==> config.mk <==
export PLATFORM = sky130hd
export DESIGN_NAME = park_miller_ranged_random
export DESIGN_NICKNAME = d
export VERILOG_FILES = /design/src/rtl/core/pmrr_pkg.sv /design/src/rtl/core/pmrr_mul.sv /design/src/rtl/core/pmrr_fold.sv /design/src/rtl/core/park_miller_ranged_random.sv
export VERILOG_INCLUDE_DIRS = /design/src /design/src/rtl/core
export SDC_FILE = /design/constraint.sdc
export NUM_CORES = 2
export LEC_CHECK = 0
export BUFFER_PORTS_ARGS = -buffer_cell sky130_fd_sc_hd__buf_4
export CAP_MARGIN = 10
export CORE_MARGIN = 1
export CORE_UTILIZATION = 33
export CTS_CLUSTER_DIAMETER = 30
export DETAILED_ROUTE_END_ITERATION = 8
export SYNTH_ARGS = -nofsm -noshare
export SYNTH_HDL_FRONTEND = slang
export SYNTH_SLANG_ARGS = --single-unit
==> constraint.sdc <==
create_clock -name clk -period 8.9 [get_ports clk]
set_input_delay 1.78 -clock clk [delete_from_list [all_inputs] [get_ports clk]]
set_output_delay 1.78 -clock clk [all_outputs]
set_load 0.01 [all_outputs]
==> src/rtl/core/assert_macros.svh <==
// Assertion macros shared by the RTL of the ranged random generator.
// No dependencies; included by modules that carry concurrent checks.
`ifndef ASSERT_MACROS_SVH
`define ASSERT_MACROS_SVH

// Implication checked on the same edge.
`define ASSERT_NOW(label, clk, rst, pre, post) \
  label: assert property (@(posedge clk) disable iff (rst) (pre) |-> (post)) \
    else $error("assertion failed");

// Implication checked on the following edge.
`define ASSERT_NEXT(label, clk, rst, pre, post) \
  label: assert property (@(posedge clk) disable iff (rst) (pre) |=> (post)) \
    else $error("assertion failed");

`endif

==> src/rtl/core/pmrr_pkg.sv <==
// Package for the ranged random generator: widths, constants, action codes.
// No dependencies.
package pmrr_pkg;

  localparam int STATE_W = 31;
  localparam int VALUE_W = 32;
  localparam int OPA_W   = 17;
  localparam int OPB_W   = 33;
  localparam int PROD_W  = OPA_W + OPB_W;
  localparam int FRAC_SHIFT = 17;

  localparam logic [OPA_W-1:0]   MS_MULT  = 17'd48271;
  localparam logic [VALUE_W-1:0] MS_MOD   = 32'h7fff_ffff;
  localparam logic [STATE_W-1:0] MS_RESET = 31'h0000_1234;

  localparam logic [1:0] ACT_INT  = 2'd0;
  localparam logic [1:0] ACT_FRAC = 2'd1;
  localparam logic [1:0] ACT_SEED = 2'd2;

endpackage

==> src/rtl/core/pmrr_mul.sv <==
// Shared 17 x 33 unsigned multiplier with a registered product.
// Depends on pmrr_pkg.
module pmrr_mul (
  input  logic                         clk,
  input  logic [pmrr_pkg::OPA_W-1:0]   op_a,
  input  logic [pmrr_pkg::OPB_W-1:0]   op_b,
  output logic [pmrr_pkg::PROD_W-1:0]  prod
);
  import pmrr_pkg::*;

  always_ff @(posedge clk) begin
    prod <= PROD_W'(op_a) * PROD_W'(op_b);
  end

endmodule

==> src/rtl/core/pmrr_fold.sv <==
// Mersenne fold of a 47-bit product modulo 2^31-1, one conditional subtract.
// Depends on pmrr_pkg.
module pmrr_fold (
  input  logic [46:0]                   prod,
  output logic [pmrr_pkg::STATE_W-1:0]  state_out
);
  import pmrr_pkg::*;

  logic [VALUE_W-1:0] sum;

  always_comb begin
    sum = {1'b0, prod[30:0]} + {16'b0, prod[46:31]};
    if (sum >= MS_MOD) begin
      state_out = STATE_W'(sum - MS_MOD);
    end else begin
      state_out = sum[STATE_W-1:0];
    end
  end

endmodule

==> src/rtl/core/park_miller_ranged_random.sv <==
// Ranged minimal-standard random generator, multiplier 48271.
// Draws pass S_GEN, S_FOLD, S_SCALE, S_ADJ, S_DONE; seed loads go to S_DONE.
// No new item is taken until the result reaches the output register, as the
// one shared multiplier serves twice per draw and S_DONE waits on out_free.
// Reset (rst, synchronous): state returns to 0x1234, no result pending.
module park_miller_ranged_random (
  input  logic                         clk,
  input  logic                         rst,
  input  logic                         in_valid,
  output logic                         in_stall,
  input  logic [1:0]                   action,
  input  logic signed [31:0]           from_value,
  input  logic signed [31:0]           to_value,
  input  logic signed [31:0]           seed_value,
  output logic                         out_valid,
  input  logic                         out_stall,
  output logic signed [31:0]           result_value,
  output logic [30:0]                  state_now
);
  import pmrr_pkg::*;
  `include "assert_macros.svh"

  // sequencer codes
  localparam logic [2:0] S_IDLE  = 3'd0;  // wait for an item
  localparam logic [2:0] S_GEN   = 3'd1;  // multiplier: 48271 * state
  localparam logic [2:0] S_FOLD  = 3'd2;  // fold product, new state, fraction
  localparam logic [2:0] S_SCALE = 3'd3;  // multiplier: (2k+1) * |span|
  localparam logic [2:0] S_ADJ   = 3'd4;  // floor, sign, add lower bound
  localparam logic [2:0] S_DONE  = 3'd5;  // hand result to output register

  logic [2:0]              st;
  logic [STATE_W-1:0]      rng_state;
  logic [OPA_W-1:0]        num;       // 2k+1
  logic [OPB_W-1:0]        mag;       // |span| or |difference|
  logic                    neg;       // difference is negative (fraction draw)
  logic [VALUE_W-1:0]      lo;        // lower bound after optional swap
  logic [VALUE_W-1:0]      res;

  logic                    accept;
  logic                    out_free;
  logic [OPA_W-1:0]        op_a;
  logic [OPB_W-1:0]        op_b;
  logic [PROD_W-1:0]       prod;
  logic [STATE_W-1:0]      fold_state;

  // range preparation from the input ports
  logic                    swap;
  logic [VALUE_W-1:0]      lo_in;
  logic [VALUE_W-1:0]      hi_in;
  logic signed [33:0]      diff;

  // final scaling
  logic [PROD_W:0]         rnd;
  logic [33:0]             q_mag;
  logic [33:0]             q;

  assign accept   = in_valid && !in_stall;
  assign in_stall = (st != S_IDLE);
  assign out_free = !out_valid || !out_stall;

  // Integer draw swaps reversed bounds and adds one; fraction draw keeps the
  // signed difference as is.
  always_comb begin
    swap  = (action == ACT_INT) && (to_value < from_value);
    lo_in = swap ? to_value : from_value;
    hi_in = swap ? from_value : to_value;
    diff  = 34'(signed'({{2{hi_in[31]}}, hi_in})) - 34'(signed'({{2{lo_in[31]}}, lo_in}));
    if (action == ACT_INT) begin
      diff = diff + 34'sd1;
    end
  end

  // Shared multiplier operands: generator step, then range scaling.
  always_comb begin
    if (st == S_SCALE) begin
      op_a = num;
      op_b = mag;
    end else begin
      op_a = MS_MULT;
      op_b = {2'b00, rng_state};
    end
  end

  pmrr_mul u_mul (
    .clk  (clk),
    .op_a (op_a),
    .op_b (op_b),
    .prod (prod)
  );

  pmrr_fold u_fold (
    .prod      (prod[46:0]),
    .state_out (fold_state)
  );

  // floor(num*|d| / 2^17), rounded away from zero when d is negative,
  // which makes the signed result floor toward minus infinity
  always_comb begin
    rnd   = {1'b0, prod} + (neg ? (PROD_W+1)'((1 << FRAC_SHIFT) - 1) : '0);
    q_mag = rnd[FRAC_SHIFT+33:FRAC_SHIFT];
    q     = neg ? (34'd0 - q_mag) : q_mag;
  end

  always_ff @(posedge clk) begin
    if (rst) begin
      st        <= S_IDLE;
      rng_state <= MS_RESET;
      out_valid <= 1'b0;
    end else begin
      // taken result leaves unless a new one is loaded on this edge
      if (out_valid && !out_stall && st != S_DONE) begin
        out_valid <= 1'b0;
      end
      case (st)
        S_IDLE: begin
          if (accept) begin
            lo  <= lo_in;
            neg <= diff[33];
            mag <= diff[33] ? OPB_W'(34'd0 - diff) : diff[OPB_W-1:0];
            res <= '0;
            case (action)
              ACT_INT, ACT_FRAC: st <= S_GEN;
              ACT_SEED: begin
                rng_state <= (seed_value[30:0] == '0) ? STATE_W'(1) : seed_value[30:0];
                st        <= S_DONE;
              end
              default: st <= S_DONE;  // unused action: no state change
            endcase
          end
        end
        S_GEN: st <= S_FOLD;
        S_FOLD: begin
          rng_state <= fold_state;
          num       <= {fold_state[15:0], 1'b1};
          st        <= S_SCALE;
        end
        S_SCALE: st <= S_ADJ;
        S_ADJ: begin
          res <= lo + q[VALUE_W-1:0];
          st  <= S_DONE;
        end
        S_DONE: begin
          if (out_free) begin
            result_value <= res;
            state_now    <= rng_state;
            out_valid    <= 1'b1;
            st           <= S_IDLE;
          end
        end
        default: st <= S_IDLE;
      endcase
    end
  end

  // folded state is always fully reduced
  `ASSERT_NOW(a_fold_reduced, clk, rst, st == S_SCALE, rng_state != STATE_W'(MS_MOD))
  // a seed load never leaves a zero state
  `ASSERT_NEXT(a_seed_nonzero, clk, rst, accept && action == ACT_SEED, rng_state != '0)
  // an accepted item always starts the sequencer
  `ASSERT_NEXT(a_accept_busy, clk, rst, accept, st != S_IDLE)
  // a result is only handed over from the final step
  `ASSERT_NEXT(a_out_from_done, clk, rst, !out_valid && st != S_DONE, !out_valid)

endmodule
Word-level counts from Yosys, hierarchy flattened
Index checks and enable logic that the tools add are counted.
Word-level totals
  word-level logic and storage cells: 77
  bits of input ports: 102
  bits in registers: 261
Cells by class
  equality and inequality tests: 11
  $lt $le $gt $ge: 2
  reduce and logical (&&, ||, !) cells: 21
  muxes and demuxes: 22
  bitwise operators: 1
  $add $sub $neg: 8
  multipliers: 1
Operators with widths (number)
  $mux 32: 4
  $mux 31: 4
  $mux 33: 2
  $pmux 32 s2: 1
  $pmux 31 s2: 1
  $add 49x17->49: 1
  $mul 17x33->49: 1
  $add 33x2->34 const B: 1
  $mux 17: 2
  $mux 34: 1
  $sub 1x33->33 const A: 1
  $sub 32x32->33: 1
  $add 31x16->32: 1
  $add 32x32->32: 1
  $ge 32x31->1 const B: 1
  $lt 32x32->1: 1
  $sub 1x32->32 const A: 1
  $logic_not 31->1: 1
  $sub 31x31->31 const B: 1
  $pmux 3 s6: 1
  $reduce_and 3->1: 4
  $mux 3: 3
  $eq 3x2->1 const B: 2
  $eq 3x3->1 const B: 2
  other kinds (17): 27

Logic depth before layout (Yosys ltp)
  depth after elaboration: 8
  depth in mapped cells: 37
  depth with buffers taken out: 36

Cells and area by module
Synthesis repeated with hierarchy kept, for this count alone.
Second synthesis, totals
  cell total of the unflattened synthesis: 4321
  area, all modules: 37090.6 µm²
Modules (own cells, without submodules)
  pmrr_mul: area each 18914.4 µm², cells each 2156, instances 1
  park_miller_ranged_random: area each 15851.5 µm², cells each 1820, instances 1
  pmrr_fold: area each 2324.7 µm², cells each 345, instances 1

Least setup slack after synthesis
Ideal clock, no wire load.
  kind: input to register
  start: input port rst
  end: register res[0], enable pin
  path buffers: 1
  arrival time: 7688 ps
  cell stages on the path: 3
  data required time: 8512 ps
  setup time: 388 ps
  slack: 824 ps
  cell sequence: clkbuf_1 nor3b_1 a21o_1
Between the ends
  word-level cells in the longest chain between the ends: 2
RTL lines
  start: declaration: RTL line park_miller_ranged_random.sv:8  | input logic rst,
  $not 1->1 (no source line)
  $reduce_and 3->1 (no source line)
  end signal: assignment: RTL line park_miller_ranged_random.sv:139  | res <= lo + q[VALUE_W-1:0];
  end: declaration: RTL line park_miller_ranged_random.sv:37  | logic [VALUE_W-1:0] res;
No other way between the ends.
A chain may end at the register's enable or synchronous reset.

Final worst setup path
  start: register st[1]
  end: register u_mul.prod[41] (netlist name)
Between the ends
  word-level cells in the longest chain between the ends: 3
  elaborated cells between the ends (all ways): 4
RTL lines
  start: declaration: RTL line park_miller_ranged_random.sv:31  | logic [2:0] st;
  start signal: assignment: RTL line park_miller_ranged_random.sv:106  | st <= S_IDLE;
  start signal: assignment: RTL line park_miller_ranged_random.sv:122  | ACT_INT, ACT_FRAC: st <= S_GEN;
  start signal: assignment: RTL line park_miller_ranged_random.sv:125  | st <= S_DONE;
  $eq 3x2->1 *: RTL line park_miller_ranged_random.sv:75  | if (st == S_SCALE) begin
  $mux 17 / $mux 33 (equally long branches): RTL line park_miller_ranged_random.sv:75
  $mul 17x33->49 *: RTL line pmrr_mul.sv:12  | prod <= PROD_W'(op_a) * PROD_W'(op_b);
  end signal: assignment: RTL line pmrr_mul.sv:12
  end: declaration: RTL line pmrr_mul.sv:7  | output logic [pmrr_pkg::PROD_W-1:0] prod
Mark *: on every way between the ends. The rest lies on a longest branch, timed or not.

==> impl_metrics.sql <==
INSERT INTO impl_metrics (metric_group, metric, value, unit) VALUES
('critical_path', 'cp.arrival', '9.13', 'ns'),
('min_path', 'hold_path_class', 'reg2reg', ''),
('placement', 'post-dp-hpwl', '101000', 'um'),
('floorplan', 'die-area', '0.110', 'mm2'),
('synthesis', 'synthesis.yosys.warnings', '0', ''),
('global_route', 'wire_length_of_the_first_global_routing_pass', '186000', 'um'),
('flow_run', 'max-cap-violations', '0', ''),
('critical_path', 'critical_path_class', 'reg2reg', ''),
('floorplan', 'ioPinCount', '167', ''),
('placement', 'placement.io_buffers', '165', ''),
('floorplan', 'start_util', '33.4', '%'),
('floorplan', 'floorplan.die.width', '332', 'um'),
('global_route', 'grt_use_total', '22.1', '%'),
('detailed_routing', 'drc_errors', '0', ''),
('critical_path', 'cp-end-kind', 'register', ''),
('timing', 'fin_setup_tns', '0', 'ns'),
('finish', 'n_fill_cell', '10900', ''),
('synthesis', 'postSynth.asyncResetShare', '0', '%'),
('global_route', 'globalRouteOverflowTotal', '0', ''),
('timing', 'clock-skew-final', '0.0402', 'ns'),
('global_route', 'number_of_antenna_violations_at_the_first_check_in_global_routing', '10', ''),
('synthesis', 'net_count_synth', '4904', ''),
('timing', 'fin_crit_sh', '96.8', '%'),
('clocking', 'cts.path.max_buffers', '3', ''),
('finish', 'num_antenna_cells', '0', ''),
('timing', 'min_period', '8.62', 'ns'),
('clocking', 'h-tree-depth', '2', ''),
('synthesis', 'ys.flop_type', 'edfxtp_1', ''),
('timing', 'max-slew-margin-rel', '24.9', '%'),
('synthesis', 'synth_cells', '4117', ''),
('detailed_routing', 'wirelength', '123000', 'um'),
('clocking', 'cts_hold_repair.buffers', '0', ''),
('finish', 'design.final.nets', '5119', ''),
('critical_path', 'crit_top_cell', 'fa_1', ''),
('finish', 'areaGrowthSynthToFinish', '15.3', '%'),
('finish', 'seqCellArea', '0.00700', 'mm2'),
('critical_path', 'worst_path_largest_cell_delay', '0.56', 'ns'),
('detailed_routing', 'drt_pre_antenna_iters', '8', ''),
('floorplan', 'die_h', '332', 'um'),
('finish', 'multiInputGateArea', '0.0259', 'mm2'),
('clocking', 'numCtsBuffers', '52', ''),
('synthesis', 'synth_seq_cells', '261', ''),
('synthesis', 'synth.lib_cells_used.distinct', '105', ''),
('synthesis', 'syn_area', '0.0359', 'mm2'),
('clocking', 'postCtsSetupBuffers', '0', ''),
('status', 'status', 'finished clean', ''),
('timing', 'hold_viol', '0', ''),
('placement', 'globalplace.congestion', '0.965', ''),
('synthesis', 'mean_cell_area_of_the_mapped_netlist', '8.72', 'um2'),
('floorplan', 'row_count', '120', ''),
('global_route', 'grt_max_degree', '68', ''),
('detailed_routing', 'post_drt_wl_per_cell', '21.3', 'um'),
('timing', 'timing_max_transition_violations_final', '0', ''),
('timing', 'rsz0062_at_grt', 'no', ''),
('clocking', 'cts_tree', 'yes', ''),
('finish', 'drive_above_1_share', '11.9', '%'),
('detailed_routing', 'antenna_violating_nets_post_route', '0', ''),
('critical_path', 'critical_path_required', '9.41', 'ns'),
('timing', 'transition_at_the_pin_with_the_smallest_max_transition_slack', '1.11', 'ns'),
('synthesis', 'synth-seq-area-share', '19.5', '%'),
('clocking', 'cts_repair_resize_count', '0', ''),
('critical_path', 'worst_setup_path_start_kind', 'register', ''),
('timing', 'report.final.setup_viol', '0', ''),
('clocking', 'cts.reportedPaths.clkPinSlew', '0.05', 'ns'),
('clocking', 'clk_lat_worst_skew', '0.63', 'ns'),
('global_route', 'first_global_vias', '30500', ''),
('clocking', 'numClockSinks', '261', ''),
('timing', 'max_clock_freq', '116', 'MHz'),
('clocking', 'cts.root.buffer_cell', 'clkbuf_16', ''),
('detailed_routing', 'num_vias', '31000', ''),
('detailed_routing', 'drtIter0Drc', '2750', ''),
('floorplan', 'placeableCoreArea', '0.108', 'mm2'),
('detailed_routing', 'routed_via_density', '5.37', ''),
('critical_path', 'worstPathMaxFanout', '22', ''),
('critical_path', 'worst_path_max_delay_cell', 'fa_1', ''),
('synthesis', 'synth_enable_flop_cells', '177', '');
cell usage in the layout (no fill, tap or decap), drive strengths merged, types with 29 or more instances in the layout:
cell type / instances
a21o: 40
fa: 465
ha: 220
nor2: 324
or3: 31
nand2: 654
o21ai: 136
nand3: 75
dfxtp: 84
nand4: 35
and3: 65
buf: 348
nor4: 49
edfxtp: 177
mux2i: 35
and2: 47
o21a: 29
xnor2: 161
nor3: 55
a21oi: 146
xor2: 65
clkbuf: 70
inv: 609
layer usage:
layer | wire length (um) | GRT usage, %
met1 | 51900 | 30.1
met2 | 56800 | 35.6
met3 | 10300 | 3.71
met4 | 4110 | 7.24
met5 | 17 | 0
final cells by class:
class,count,share of cell area [%]
Tap cell,1403,4.24
Sequential cell,261,16.9
Clock inverter,29,1.11
Clock buffer,69,3.49
Multi-Input combinational cell,3067,62.5
Inverter,601,5.45
Timing Repair Buffer,349,6.35
worst max-delay path, delay by kind of cell, from the launching register on:
family,cells,cell delay (ns)
flip-flops,1,0.32
AO/OA/AOI/OAI,8,1.98
buffers and inverters,5,1.20
adder cells (fa/ha/maj),7,3.51
AND/OR/NAND/NOR,7,1.50
cell families after synthesis:
group	count (synthesis)	share of synthesized area, %
AND/OR/NAND/NOR	1464	18.9
buffers and inverters	789	8.62
adder cells (fa/ha/maj)	685	33.6
AO/OA/AOI/OAI	649	12.6
flip-flops	261	19.5
XOR/XNOR	227	5.58
multiplexers	42	1.21
sequential cells by signal, summed over array words and instances, names as in the netlist:
signal / cells
rng_state: 31
result_value: 32
lo: 32
num: 16
state_now: 31
res: 32
u_mul.prod: 49
mag: 33
st: 3
neg: 1
out_valid: 1
cells in the mapped netlist (29+ instances only):
library cell	number	area share, %
fa_1	465	26
nor4_1	40	0.70
nand3_1	75	1.0
nand4_1	34	0.59
edfxtp_1	177	15
nor3_1	54	0.75
a21oi_1	145	2.0
o21ai_0	131	1.8
clkbuf_1	130	1.4
xnor2_1	161	3.9
xor2_1	65	1.6
and2_1	41	0.71
o21a_1	29	0.61
inv_1	599	6.3
nand2_1	654	6.8
ha_1	220	7.7
and3_1	65	1.1
nor2_1	324	3.4
a21o_1	40	0.84
dfxtp_1	84	4.7
mux2i_1	34	0.95
path summary, 6_finish.rpt:
check,start,endpoint,slack (ns),cells after the start
hold / removal,res[10],result_value[10],0.41,0
setup reg to reg,st[1],u_mul.prod[41],0.28,27
setup / recovery,st[1],u_mul.prod[41],0.28,27
hold reg to reg,res[10],result_value[10],0.41,0
per-stage QoR:
step | std cells | setup slack [ns] | utilization [%] | hold WS, ns | instance area, um2
6_report | 5779 | 0.282 | 38.5 | 0.410 | 41400
5_1_grt | 5779 | 0.0300 | 38.5 | 0.420 | 41400
4_1_cts | 5778 | 0.180 | 38.5 | 0.412 | 41400
3_5_place_dp | 5680 | 0.214 | 36.7 | 0.405 | 39500
3_3_place_gp | 5680 | 0.185 | 36.7 | 0.402 | 39500
2_1_floorplan | 4117 | 0.824 | - | 0.400 | 35900
Power is not shown: default switching activity piles up to over one toggle a cycle in this logic, so the estimate is an artifact.
